==> src/hdl/lmd_pkg.sv <==
// ----------------------------------------------------------------------------
// lmd_pkg
// Shared types and constants for the LED matrix driver chain framer.
// ----------------------------------------------------------------------------
`default_nettype none

package lmd_pkg;

  localparam int LMD_MAX_DEVICES = 8;
  localparam int LMD_HARD_LIMIT  = 8;

  localparam logic [3:0] OPC_INTENSITY = 4'd10;
  localparam logic [3:0] OPC_SCANLIMIT = 4'd11;
  localparam logic [3:0] OPC_SHUTDOWN  = 4'd12;
  localparam logic [3:0] OPC_NOOP      = 4'd0;

  typedef enum logic [2:0] {
    OP_LED        = 3'd0,
    OP_ROW        = 3'd1,
    OP_COLUMN     = 3'd2,
    OP_CLEAR      = 3'd3,
    OP_POWER      = 3'd4,
    OP_BRIGHTNESS = 3'd5,
    OP_SCAN_DIGITS = 3'd6,
    OP_RAW        = 3'd7
  } lmd_op_e;

  typedef struct packed {
    logic load;
    logic rd;
    logic calc;
    logic word_step;
    logic frame_step;
  } lmd_cmd_t;

  typedef struct packed {
    logic item_ok;
    logic word_zero;
    logic frames_done;
  } lmd_sts_t;

endpackage

`default_nettype wire

==> src/hdl/lmd_in_if.sv <==
// ----------------------------------------------------------------------------
// lmd_in_if
// Command channel: one display command per word.
// ----------------------------------------------------------------------------
`default_nettype none

interface lmd_in_if;
  logic       valid;
  logic       ready;
  logic [2:0] operation;
  logic [3:0] device;
  logic [2:0] row;
  logic [2:0] column;
  logic [7:0] value;
  logic       flag;
  logic [3:0] raw_opcode;

  modport source (
    output valid, operation, device, row, column, value, flag, raw_opcode,
    input  ready
  );
  modport sink (
    input  valid, operation, device, row, column, value, flag, raw_opcode,
    output ready
  );
endinterface

`default_nettype wire

==> src/hdl/lmd_out_if.sv <==
// ----------------------------------------------------------------------------
// lmd_out_if
// Chain word channel: one 16-bit chain word per handshake.
// ----------------------------------------------------------------------------
`default_nettype none

interface lmd_out_if;
  logic       valid;
  logic       ready;
  logic [3:0] opcode;
  logic [7:0] data;
  logic       end_of_frame;
  logic       last;

  modport source (
    output valid, opcode, data, end_of_frame, last,
    input  ready
  );
  modport sink (
    input  valid, opcode, data, end_of_frame, last,
    output ready
  );
endinterface

`default_nettype wire

==> src/hdl/lmd_ram.sv <==
// ----------------------------------------------------------------------------
// lmd_ram
// Generic single-write, single-read RAM with registered read data.
// ----------------------------------------------------------------------------
`default_nettype none

module lmd_ram #(
  parameter int WIDTH = 8,
  parameter int DEPTH = 64
) (
  input  wire logic                     clk_i,
  input  wire logic                     we_i,
  input  wire logic [$clog2(DEPTH)-1:0] waddr_i,
  input  wire logic [WIDTH-1:0]         wdata_i,
  input  wire logic                     re_i,
  input  wire logic [$clog2(DEPTH)-1:0] raddr_i,
  output logic      [WIDTH-1:0]         rdata_o
);

  logic [WIDTH-1:0] mem_q [DEPTH];

  always_ff @(posedge clk_i) begin
    if (we_i) begin
      mem_q[waddr_i] <= wdata_i;
    end
    if (re_i) begin
      rdata_o <= mem_q[raddr_i];
    end
  end

endmodule

`default_nettype wire

==> src/hdl/lmd_ctrl.sv <==
// ----------------------------------------------------------------------------
// lmd_ctrl
// Sequencer: read shadow, build frame, send words; per row for column/clear.
// ----------------------------------------------------------------------------
`default_nettype none

module lmd_ctrl
  import lmd_pkg::*;
(
  input  wire logic     clk_i,
  input  wire logic     rst_ni,
  input  wire logic     in_valid_i,
  output logic          in_ready_o,
  output logic          out_valid_o,
  input  wire logic     out_ready_i,
  input  wire lmd_sts_t sts_i,
  output lmd_cmd_t      cmd_o
);

  typedef enum logic [3:0] {
    S_IDLE = 4'b0001,
    S_READ = 4'b0010,
    S_CALC = 4'b0100,
    S_SEND = 4'b1000
  } state_e;

  state_e state_q, state_d;
  logic   out_acc;

  assign in_ready_o  = (state_q == S_IDLE);
  assign out_valid_o = (state_q == S_SEND);
  assign out_acc     = out_valid_o && out_ready_i;

  always_comb begin
    state_d = state_q;
    cmd_o   = '0;
    case (state_q)
      S_IDLE: begin
        if (in_valid_i) begin
          cmd_o.load = 1'b1;
          if (sts_i.item_ok) begin
            state_d = S_READ;
          end
        end
      end
      S_READ: begin
        cmd_o.rd = 1'b1;
        state_d  = S_CALC;
      end
      S_CALC: begin
        cmd_o.calc = 1'b1;
        state_d    = S_SEND;
      end
      S_SEND: begin
        if (out_acc) begin
          if (!sts_i.word_zero) begin
            cmd_o.word_step = 1'b1;
          end else if (sts_i.frames_done) begin
            state_d = S_IDLE;
          end else begin
            cmd_o.frame_step = 1'b1;
            state_d          = S_READ;
          end
        end
      end
      default: begin
        state_d = S_IDLE;
      end
    endcase
  end

  always_ff @(posedge clk_i or negedge rst_ni) begin
    if (!rst_ni) begin
      state_q <= S_IDLE;
    end else begin
      state_q <= state_d;
    end
  end

endmodule

`default_nettype wire

==> src/hdl/lmd_dpath.sv <==
// ----------------------------------------------------------------------------
// lmd_dpath
// Datapath: command registers, row shadow, frame builder, word counter.
// ----------------------------------------------------------------------------
`default_nettype none

module lmd_dpath
  import lmd_pkg::*;
#(
  parameter int MAX_DEVICES = LMD_MAX_DEVICES
) (
  input  wire logic       clk_i,
  input  wire logic       rst_ni,
  input  wire logic       cfg_wr_en_i,
  input  wire logic [3:0] cfg_wr_data_i,
  input  wire logic [2:0] operation_i,
  input  wire logic [3:0] device_i,
  input  wire logic [2:0] row_i,
  input  wire logic [2:0] column_i,
  input  wire logic [7:0] value_i,
  input  wire logic       flag_i,
  input  wire logic [3:0] raw_opcode_i,
  input  wire lmd_cmd_t   cmd_i,
  output lmd_sts_t        sts_o,
  output logic      [3:0] opcode_o,
  output logic      [7:0] data_o,
  output logic            end_of_frame_o,
  output logic            last_o
);

  localparam int DEV_W = (MAX_DEVICES > 1) ? $clog2(MAX_DEVICES) : 1;
  localparam int DEPTH = MAX_DEVICES * 8;
  localparam int AW    = $clog2(DEPTH);
  localparam int CAP   = (MAX_DEVICES < LMD_HARD_LIMIT) ? MAX_DEVICES : LMD_HARD_LIMIT;
  localparam logic [3:0] CAP_L = 4'(CAP);

  logic [3:0] dc_q;
  logic [3:0] chain_n;

  lmd_op_e    op_q;
  logic [3:0] dev_q;
  logic [2:0] row_q;
  logic [2:0] col_q;
  logic [7:0] val_q;
  logic       flag_q;
  logic [3:0] rop_q;
  logic [2:0] word_q;
  logic [3:0] frm_opc_q;
  logic [7:0] frm_dat_q;

  logic [DEPTH-1:0] vld_q;
  logic             rvld_q;
  logic [AW-1:0]    addr;
  logic [7:0]       rdata;
  logic [7:0]       cur;
  logic [7:0]       mask;
  logic             bit_on;
  logic [7:0]       led_byte;
  logic [3:0]       row_opc;
  logic [3:0]       frm_opc_d;
  logic [7:0]       frm_dat_d;
  logic             wr_en;
  logic [7:0]       wr_data;
  logic             multi;
  logic             item_ok;

  assign chain_n = ((dc_q == 4'd0) || (dc_q > CAP_L)) ? CAP_L : dc_q;

  always_comb begin
    item_ok = (device_i < chain_n);
    if ((lmd_op_e'(operation_i) == OP_BRIGHTNESS) && (value_i >= 8'd16)) begin
      item_ok = 1'b0;
    end
    if ((lmd_op_e'(operation_i) == OP_SCAN_DIGITS) && (value_i >= 8'd8)) begin
      item_ok = 1'b0;
    end
  end

  assign sts_o.item_ok     = item_ok;
  assign multi             = (op_q == OP_COLUMN) || (op_q == OP_CLEAR);
  assign sts_o.word_zero   = (word_q == 3'd0);
  assign sts_o.frames_done = !multi || (row_q == 3'd7);

  always_ff @(posedge clk_i or negedge rst_ni) begin
    if (!rst_ni) begin
      dc_q <= 4'd8;
    end else if (cfg_wr_en_i) begin
      dc_q <= cfg_wr_data_i;
    end
  end

  always_ff @(posedge clk_i) begin
    if (cmd_i.load) begin
      op_q   <= lmd_op_e'(operation_i);
      dev_q  <= device_i;
      row_q  <= ((lmd_op_e'(operation_i) == OP_COLUMN) ||
                 (lmd_op_e'(operation_i) == OP_CLEAR)) ? 3'd0 : row_i;
      col_q  <= column_i;
      val_q  <= value_i;
      flag_q <= flag_i;
      rop_q  <= raw_opcode_i;
    end else if (cmd_i.frame_step) begin
      row_q <= row_q + 3'd1;
    end
    if (cmd_i.calc) begin
      word_q    <= 3'(chain_n - 4'd1);
      frm_opc_q <= frm_opc_d;
      frm_dat_q <= frm_dat_d;
    end else if (cmd_i.word_step) begin
      word_q <= word_q - 3'd1;
    end
  end

  // shadow entries read as zero until first written
  assign addr = AW'({dev_q[DEV_W-1:0], row_q});

  always_ff @(posedge clk_i or negedge rst_ni) begin
    if (!rst_ni) begin
      vld_q <= '0;
    end else if (wr_en) begin
      vld_q[addr] <= 1'b1;
    end
  end

  always_ff @(posedge clk_i) begin
    if (cmd_i.rd) begin
      rvld_q <= vld_q[addr];
    end
  end

  lmd_ram #(
    .WIDTH(8),
    .DEPTH(DEPTH)
  ) u_shadow (
    .clk_i  (clk_i),
    .we_i   (wr_en),
    .waddr_i(addr),
    .wdata_i(wr_data),
    .re_i   (cmd_i.rd),
    .raddr_i(addr),
    .rdata_o(rdata)
  );

  assign cur      = rvld_q ? rdata : 8'd0;
  assign mask     = 8'h80 >> col_q;
  assign bit_on   = (op_q == OP_COLUMN) ? val_q[3'd7 - row_q] : flag_q;
  assign led_byte = bit_on ? (cur | mask) : (cur & ~mask);
  assign row_opc  = {1'b0, row_q} + 4'd1;

  always_comb begin
    frm_opc_d = rop_q;
    frm_dat_d = val_q;
    wr_en     = 1'b0;
    wr_data   = val_q;
    case (op_q)
      OP_LED, OP_COLUMN: begin
        frm_opc_d = row_opc;
        frm_dat_d = led_byte;
        wr_en     = cmd_i.calc;
        wr_data   = led_byte;
      end
      OP_ROW: begin
        frm_opc_d = row_opc;
        wr_en     = cmd_i.calc;
      end
      OP_CLEAR: begin
        frm_opc_d = row_opc;
        frm_dat_d = 8'd0;
        wr_en     = cmd_i.calc;
        wr_data   = 8'd0;
      end
      OP_POWER: begin
        frm_opc_d = OPC_SHUTDOWN;
        frm_dat_d = flag_q ? 8'd0 : 8'd1;
      end
      OP_BRIGHTNESS: begin
        frm_opc_d = OPC_INTENSITY;
      end
      OP_SCAN_DIGITS: begin
        frm_opc_d = OPC_SCANLIMIT;
      end
      default: begin
        frm_opc_d = rop_q;
      end
    endcase
  end

  assign opcode_o       = ({1'b0, word_q} == dev_q) ? frm_opc_q : OPC_NOOP;
  assign data_o         = ({1'b0, word_q} == dev_q) ? frm_dat_q : 8'd0;
  assign end_of_frame_o = sts_o.word_zero;
  assign last_o         = sts_o.word_zero && sts_o.frames_done;

endmodule

`default_nettype wire

==> src/hdl/led_matrix_driver_chain_framer.sv <==
// The first word follows the shadow read and frame build after a command is taken.
// Each frame is a shadow read, a frame build, then n words (n = chain length).
// No new command is taken until every word is sent; column and clear send 8 frames.
// A rejected command is taken but sends nothing; a stalled word is held.
// Reset: row shadow reads all zero (per-entry valid bits), chain length 8.
// ----------------------------------------------------------------------------
// led_matrix_driver_chain_framer
// Turns display commands into daisy-chain frames of 16-bit driver words.
// ----------------------------------------------------------------------------
`default_nettype none

module led_matrix_driver_chain_framer
  import lmd_pkg::*;
#(
  parameter int MAX_DEVICES = LMD_MAX_DEVICES
) (
  input  wire logic       clk_i,
  input  wire logic       rst_ni,
  input  wire logic       cfg_wr_en_i,
  input  wire logic [3:0] cfg_wr_data_i,
  lmd_in_if.sink          in_i,
  lmd_out_if.source       out_o
);

  lmd_cmd_t cmd;
  lmd_sts_t sts;

  lmd_ctrl u_ctrl (
    .clk_i      (clk_i),
    .rst_ni     (rst_ni),
    .in_valid_i (in_i.valid),
    .in_ready_o (in_i.ready),
    .out_valid_o(out_o.valid),
    .out_ready_i(out_o.ready),
    .sts_i      (sts),
    .cmd_o      (cmd)
  );

  lmd_dpath #(
    .MAX_DEVICES(MAX_DEVICES)
  ) u_dpath (
    .clk_i         (clk_i),
    .rst_ni        (rst_ni),
    .cfg_wr_en_i   (cfg_wr_en_i),
    .cfg_wr_data_i (cfg_wr_data_i),
    .operation_i   (in_i.operation),
    .device_i      (in_i.device),
    .row_i         (in_i.row),
    .column_i      (in_i.column),
    .value_i       (in_i.value),
    .flag_i        (in_i.flag),
    .raw_opcode_i  (in_i.raw_opcode),
    .cmd_i         (cmd),
    .sts_o         (sts),
    .opcode_o      (out_o.opcode),
    .data_o        (out_o.data),
    .end_of_frame_o(out_o.end_of_frame),
    .last_o        (out_o.last)
  );

endmodule

`default_nettype wire

==> src/flat_wrapper.sv <==
// flat-port wrapper written by rule: the top's interface ports become plain ports
module led_matrix_driver_chain_framer_flat import lmd_pkg::*;
#(
  parameter int MAX_DEVICES = LMD_MAX_DEVICES
)
  (clk_i, rst_ni, cfg_wr_en_i, cfg_wr_data_i, in_i_valid, in_i_operation, in_i_device, in_i_row, in_i_column, in_i_value, in_i_flag, in_i_raw_opcode, in_i_ready, out_o_valid, out_o_opcode, out_o_data, out_o_end_of_frame, out_o_last, out_o_ready);
  lmd_in_if in_i_i ();
  lmd_out_if out_o_i ();
  input  wire logic clk_i;
  input  wire logic rst_ni;
  input  wire logic cfg_wr_en_i;
  input  wire logic [3:0] cfg_wr_data_i;
  input wire logic [$bits(in_i_i.valid)-1:0] in_i_valid;
  input wire logic [$bits(in_i_i.operation)-1:0] in_i_operation;
  input wire logic [$bits(in_i_i.device)-1:0] in_i_device;
  input wire logic [$bits(in_i_i.row)-1:0] in_i_row;
  input wire logic [$bits(in_i_i.column)-1:0] in_i_column;
  input wire logic [$bits(in_i_i.value)-1:0] in_i_value;
  input wire logic [$bits(in_i_i.flag)-1:0] in_i_flag;
  input wire logic [$bits(in_i_i.raw_opcode)-1:0] in_i_raw_opcode;
  output wire logic [$bits(in_i_i.ready)-1:0] in_i_ready;
  output wire logic [$bits(out_o_i.valid)-1:0] out_o_valid;
  output wire logic [$bits(out_o_i.opcode)-1:0] out_o_opcode;
  output wire logic [$bits(out_o_i.data)-1:0] out_o_data;
  output wire logic [$bits(out_o_i.end_of_frame)-1:0] out_o_end_of_frame;
  output wire logic [$bits(out_o_i.last)-1:0] out_o_last;
  input wire logic [$bits(out_o_i.ready)-1:0] out_o_ready;
  assign in_i_i.valid = in_i_valid;
  assign in_i_i.operation = in_i_operation;
  assign in_i_i.device = in_i_device;
  assign in_i_i.row = in_i_row;
  assign in_i_i.column = in_i_column;
  assign in_i_i.value = in_i_value;
  assign in_i_i.flag = in_i_flag;
  assign in_i_i.raw_opcode = in_i_raw_opcode;
  assign in_i_ready = in_i_i.ready;
  assign out_o_valid = out_o_i.valid;
  assign out_o_opcode = out_o_i.opcode;
  assign out_o_data = out_o_i.data;
  assign out_o_end_of_frame = out_o_i.end_of_frame;
  assign out_o_last = out_o_i.last;
  assign out_o_i.ready = out_o_ready;
  led_matrix_driver_chain_framer #(.MAX_DEVICES(MAX_DEVICES)) u_core (.clk_i(clk_i), .rst_ni(rst_ni), .cfg_wr_en_i(cfg_wr_en_i), .cfg_wr_data_i(cfg_wr_data_i), .in_i(in_i_i), .out_o(out_o_i));
endmodule
==> config.mk <==
export PLATFORM = sky130hd
export DESIGN_NAME = led_matrix_driver_chain_framer_flat
export DESIGN_NICKNAME = d
export VERILOG_FILES = /design/src/hdl/lmd_pkg.sv /design/src/hdl/lmd_in_if.sv /design/src/hdl/lmd_out_if.sv /design/src/hdl/lmd_ram.sv /design/src/hdl/lmd_ctrl.sv /design/src/hdl/lmd_dpath.sv /design/src/hdl/led_matrix_driver_chain_framer.sv /design/src/flat_wrapper.sv
export SDC_FILE = /design/constraint.sdc
export NUM_CORES = 1
export LEC_CHECK = 0
export BUFFER_PORTS_ARGS = -buffer_cell sky130_fd_sc_hd__buf_2
export CORE_UTILIZATION = 35
export DETAILED_ROUTE_END_ITERATION = 6
export GPL_TIMING_DRIVEN = 1
export PLACE_DENSITY_LB_ADDON = 0.15
export RECOVER_POWER = 100
export SYNTH_ARGS = -nofsm -noshare
export SYNTH_HDL_FRONTEND = slang
export SYNTH_SLANG_ARGS = --single-unit
==> constraint.sdc <==
create_clock -name clk_i -period 4.2 [get_ports clk_i]
set_input_delay 0.84 -clock clk_i [delete_from_list [all_inputs] [get_ports clk_i]]
set_output_delay 0.84 -clock clk_i [all_outputs]
set_load 0.02 [all_outputs]
==> run summary <==
The tools report the Yosys warning count as 0. The run gives 2 as the initial antenna violation count. The buffer count from post-CTS setup fixing is 0. The die footprint was 74,000 um^2; the maximum buffer depth of the clock tree was 3. The routed layout has 14,900 vias. Once placement finished, the instance area stood at 27,500 um^2.

For the number of endpoints with negative hold slack in the final report, the log shows 0. The largest individual stage delay along the critical path comes from the cell sky130_fd_sc_hd__clkbuf_1. The power density over the cells is 612 nW/um^2, and the cell depth of the worst min-delay path is 1. The finished cells cover 29,400 um^2. Area inside the core boundary: 71,900 um^2. The worst register-to-register path has a setup slack of 0.45 ns. The run gives 98 as the cell row count.

The final reports fail on capacitance limit, slew limit. Buffers inserted during clock tree synthesis total 70. The worst-case reg-to-reg path depth was 7. The starting DRC count in detailed routing is 1,501, and the number of gates given a new drive strength after cts is 0.

Setup violations remaining at the end of the flow were counted as 0. Counting flops and latches in the post-synthesis netlist gives 634. The logs give 33.6% for the part of the power in the clock network and 1,514 for the number of cells produced by synthesis. Reg-to-reg startpoint: u_core.u_dpath.row_q[0]. The end point of the most critical hold path is u_core.u_dpath.val_q[2]. The routed wire length per instance is 28.9 um. Setup repair after global routing left no endpoint under its margin.

The tools report the endpoint of the most critical register-to-register path as u_core.u_dpath.u_shadow.rdata_o[3]. In this run, post-CTS hold repair placed 0 buffers. The final critical path takes up 89.2% of the cycle.

The run gives 1 as the number of violations of the max-capacitance limit. The largest net degree at the start of global routing was 65; the clock slew at the register clock pins of the worst setup and hold paths was 0.06 ns. Data required time at the worst endpoint: 4.49 ns. The worst stage delay on the critical path was 0.81 ns. Pin placement for this block handled 51 I/O pins. Clock latency on the worst-skew pair, taken at its later pin, is 0.64 ns.

The die is 272 um tall. The aggregate routed wire length is 77.4 mm. Measured along the x axis, the die boundary spans 272 um.

The final count of pins violating max slew came out at 43. The most used flip-flop cell after synthesis is sky130_fd_sc_hd__edfxtp_1. Fraction of power spent switching nets: 31.5%.

For this run, the post-layout net count is 1,712. Across the routed clock network, the largest skew measured is 0.0398 ns. After synthesis, the netlist uses 67 different library cells. The pre-antenna-repair detailed-routing pass consisted of 5 iterations. The starting utilization of the core area was 35.5%. Port buffering added 50 buffers. The final estimated routing congestion in global placement is 0.874, and the H-tree depth is 3. In this run the power spent charging and discharging nets is 5660 uW. For this design the static power due to leakage is 0.0101 uW.

Walking the worst path, the cells encountered are buf_12 -> clkbuf_1 -> mux2_1 -> a221oi_1 -> o21ai_0 -> a222oi_1 -> o2111ai_1. For the worst setup path, the data arrival time is 4.04 ns. The type of the worst setup path is flop to flop. At the pin with the least slew margin, the transition time is 3.21 ns. Counting the fill cells in the layout gives 6,599.

The mapped netlist covers 25,500 um^2. The post-route netlist has 18.4% of its cells at a drive strength greater than 1. TritonCTS built the clock tree. The final critical-path required period is 3.75 ns. Summed over all nets, the half-perimeter wirelength after detailed placement is 48.4 mm. The area growth from synthesis to final layout came out at 15.3%. The post-layout utilization of the core came out at 40.9%. The tree is rooted in a sky130_fd_sc_hd__clkbuf_16. In this run the tightest slew margin relative to its limit is -114%.

The run gives 0 as the count of inserted antenna diode cells. Counting flops with a built-in enable in the synthesized netlist gives 562. The internal portion of the total power is 12,300 uW. Of the total power, combinational logic draws 23.3%.

The run gives 634 as the clock sink count. In this run the worst path has a maximum fanout of 23. Registers are responsible for 43.1% of the overall power. The type of origin of the critical path was a flop.

The tools report the number of nets still failing antenna checks after routing as 0. The flow ran to the end, but the final reports show violations. The first global-routing pass estimated 112 mm of wire. A synthesized cell averages 16.9 um^2.

The worst hold path belongs to the class primary input to flop. The number of nets handed over by synthesis was 1,555. The DRC violation count after routing is 0. The startpoint identified for the worst hold timing path is in_i_value[2]. The power after layout is 18,000 uW. Fraction of registers with async set or reset after synthesis: 11.4%.

In the final timing run, aggregate negative setup slack is 0 ns. Timing would allow up to 267 MHz. After detailed routing, the number of vias per cell comes to 5.56. IR analysis of the VDD net gives a maximum drop of 311 uV. For the overflow left after global routing, the log shows 0. STA classifies the critical path endpoint as a flop. Of the synthesized area, sequential elements account for 73.2%.

The logs give 15,000 for the number of global-route vias before repair and 21.2% for the total track usage.
## per-layer routing
layer / routed length [um] / global-route usage (%)
met5: 13 / 0
met4: 1820 / 5.91
met3: 5000 / 3.81
met2: 36800 / 34.0
met1: 33800 / 29.4
## cell type report
type / instances / area [um^2] / share of cell area [%]
clock buffer: 85 / 1850 / 6.28
clock inverter: 45 / 397 / 1.35
inverter: 11 / 41.3 / 0.140
multi-input combinational: 780 / 6330 / 21.5
sequential: 634 / 18700 / 63.5
tap: 950 / 1190 / 4.04
timing repair buffer: 174 / 936 / 3.18
## flip-flops by register name (all words and copies together) (netlist names)
signal                           count
u_core.u_ctrl.state_q                4
u_core.u_dpath.col_q                 3
u_core.u_dpath.dc_q                  4
u_core.u_dpath.dev_q                 4
u_core.u_dpath.flag_q                1
u_core.u_dpath.frm_dat_q             8
u_core.u_dpath.frm_opc_q             4
u_core.u_dpath.op_q                  3
u_core.u_dpath.rop_q                 4
u_core.u_dpath.row_q                 3
u_core.u_dpath.rvld_q                1
u_core.u_dpath.u_shadow.mem_q      512
u_core.u_dpath.u_shadow.rdata_o      8
u_core.u_dpath.val_q                 8
u_core.u_dpath.vld_q                64
u_core.u_dpath.word_q                3
## stage by stage
| stage | hold slack (ns) | setup slack [ns] | cells |
|---|---|---|---|
| 2_1_floorplan | 0.426 | 0.316 | 1514 |
| 3_3_place_gp | 0.443 | 0.786 | 2549 |
| 3_5_place_dp | 0.447 | 0.790 | 2549 |
| 4_1_cts | 0.292 | 0.442 | 2679 |
| 5_1_grt | 0.368 | 0.277 | 2679 |
| 6_report | 0.400 | 0.454 | 2679 |
## synth_stat cells (7+ instances only)
cell type | n | area share (%)
sky130_fd_sc_hd__edfxtp_1 | 562 | 66
sky130_fd_sc_hd__o211ai_1 | 11 | 0.32
sky130_fd_sc_hd__nor3_1 | 9 | 0.18
sky130_fd_sc_hd__a221oi_1 | 46 | 1.6
sky130_fd_sc_hd__nand2_1 | 65 | 0.96
sky130_fd_sc_hd__nor2b_1 | 9 | 0.22
sky130_fd_sc_hd__nand3_1 | 27 | 0.53
sky130_fd_sc_hd__and2_1 | 18 | 0.44
sky130_fd_sc_hd__a22o_1 | 8 | 0.27
sky130_fd_sc_hd__mux2i_1 | 70 | 2.7
sky130_fd_sc_hd__mux2_2 | 29 | 1.3
sky130_fd_sc_hd__buf_6 | 11 | 0.49
sky130_fd_sc_hd__mux2_1 | 17 | 0.75
sky130_fd_sc_hd__mux4_2 | 56 | 4.9
sky130_fd_sc_hd__a21oi_1 | 32 | 0.63
sky130_fd_sc_hd__clkbuf_1 | 35 | 0.51
sky130_fd_sc_hd__dfrtp_1 | 70 | 6.9
sky130_fd_sc_hd__and3_1 | 7 | 0.17
sky130_fd_sc_hd__o21ai_0 | 26 | 0.51
sky130_fd_sc_hd__nand3b_1 | 12 | 0.35
sky130_fd_sc_hd__buf_4 | 8 | 0.24
sky130_fd_sc_hd__o2bb2ai_1 | 7 | 0.24
sky130_fd_sc_hd__buf_2 | 31 | 0.61
sky130_fd_sc_hd__nor3b_1 | 9 | 0.26
sky130_fd_sc_hd__a31oi_1 | 8 | 0.20
sky130_fd_sc_hd__or2_2 | 32 | 0.78
sky130_fd_sc_hd__nand2b_1 | 13 | 0.32
sky130_fd_sc_hd__a221o_1 | 9 | 0.35
sky130_fd_sc_hd__a22oi_1 | 34 | 1.0
sky130_fd_sc_hd__inv_1 | 10 | 0.15
sky130_fd_sc_hd__nor2_1 | 76 | 1.1
sky130_fd_sc_hd__o22ai_1 | 25 | 0.61
sky130_fd_sc_hd__or2_1 | 33 | 0.81
## worst max path at each step
stage | slack, ns | end | depth (start not counted) | startpoint
2_1_floorplan | 0.32 | u_core.u_dpath.u_shadow.mem_q[0][0] | 7 | u_core.u_dpath.row_q[1]
4_1_cts | 0.44 | out_o_last | 7 | u_core.u_dpath.row_q[0]
6_report | 0.45 | u_core.u_dpath.u_shadow.rdata_o[3] | 7 | u_core.u_dpath.row_q[0]
5_1_grt | 0.28 | u_core.u_dpath.u_shadow.mem_q[51][4] | 8 | u_core.u_dpath.row_q[0]
3_5_place_dp | 0.79 | u_core.u_dpath.u_shadow.rdata_o[3] | 7 | u_core.u_dpath.row_q[0]
3_3_place_gp | 0.79 | u_core.u_dpath.u_shadow.rdata_o[3] | 7 | u_core.u_dpath.row_q[0]
## placed cells by master (no fill, tap or decap), types with 12 or more instances in the layout
cell / count
sky130_fd_sc_hd__nor2_1: 76
sky130_fd_sc_hd__nand3_1: 27
sky130_fd_sc_hd__mux2_1: 17
sky130_fd_sc_hd__nand2_1: 62
sky130_fd_sc_hd__clkinv_2: 16
sky130_fd_sc_hd__a221oi_1: 46
sky130_fd_sc_hd__dfrtp_1: 70
sky130_fd_sc_hd__o21ai_0: 26
sky130_fd_sc_hd__o22ai_1: 25
sky130_fd_sc_hd__a21oi_1: 32
sky130_fd_sc_hd__a22oi_1: 34
sky130_fd_sc_hd__buf_2: 27
sky130_fd_sc_hd__buf_4: 40
sky130_fd_sc_hd__or2_1: 33
sky130_fd_sc_hd__edfxtp_1: 562
sky130_fd_sc_hd__nand2b_1: 13
sky130_fd_sc_hd__or2_2: 32
sky130_fd_sc_hd__mux4_2: 56
sky130_fd_sc_hd__clkbuf_1: 111
sky130_fd_sc_hd__clkbuf_16: 70
sky130_fd_sc_hd__mux2_2: 29
sky130_fd_sc_hd__nand3b_1: 12
sky130_fd_sc_hd__mux2i_1: 70
## worst max-delay path: cells and delay by family, from the launching register on
family	cells	cell delay, ns
AOI/OAI and AO/OA	4	1.11
buffers and inverters	2	1.10
DFF	1	0.70
muxes	1	0.44
## power groups by stage
stage	clock network [uW]	registers [uW]	logic, uW
3_3_place_gp	0	7870	4220
6_report	6050	7750	4190
3_5_place_dp	0	7870	4250
4_1_cts	6170	7740	4260
5_1_grt	6410	7770	4450
2_1_floorplan	0	7780	2560
## logic make-up (layout without fill, tap and decap cells)
group / count (synthesis) / count (layout) / synth area share, %
DFF: 634 / 634 / 73.2
and+or+nand+nor: 348 / 348 / 7.33
AOI/OAI and AO/OA: 250 / 250 / 7.26
muxes: 172 / 172 / 9.72
buffers and inverters: 100 / 315 / 2.06
adders and majority gates: 6 / 6 / 0.294
xor gates and xnor gates: 4 / 4 / 0.137
Power figures use the tool's default switching activity.
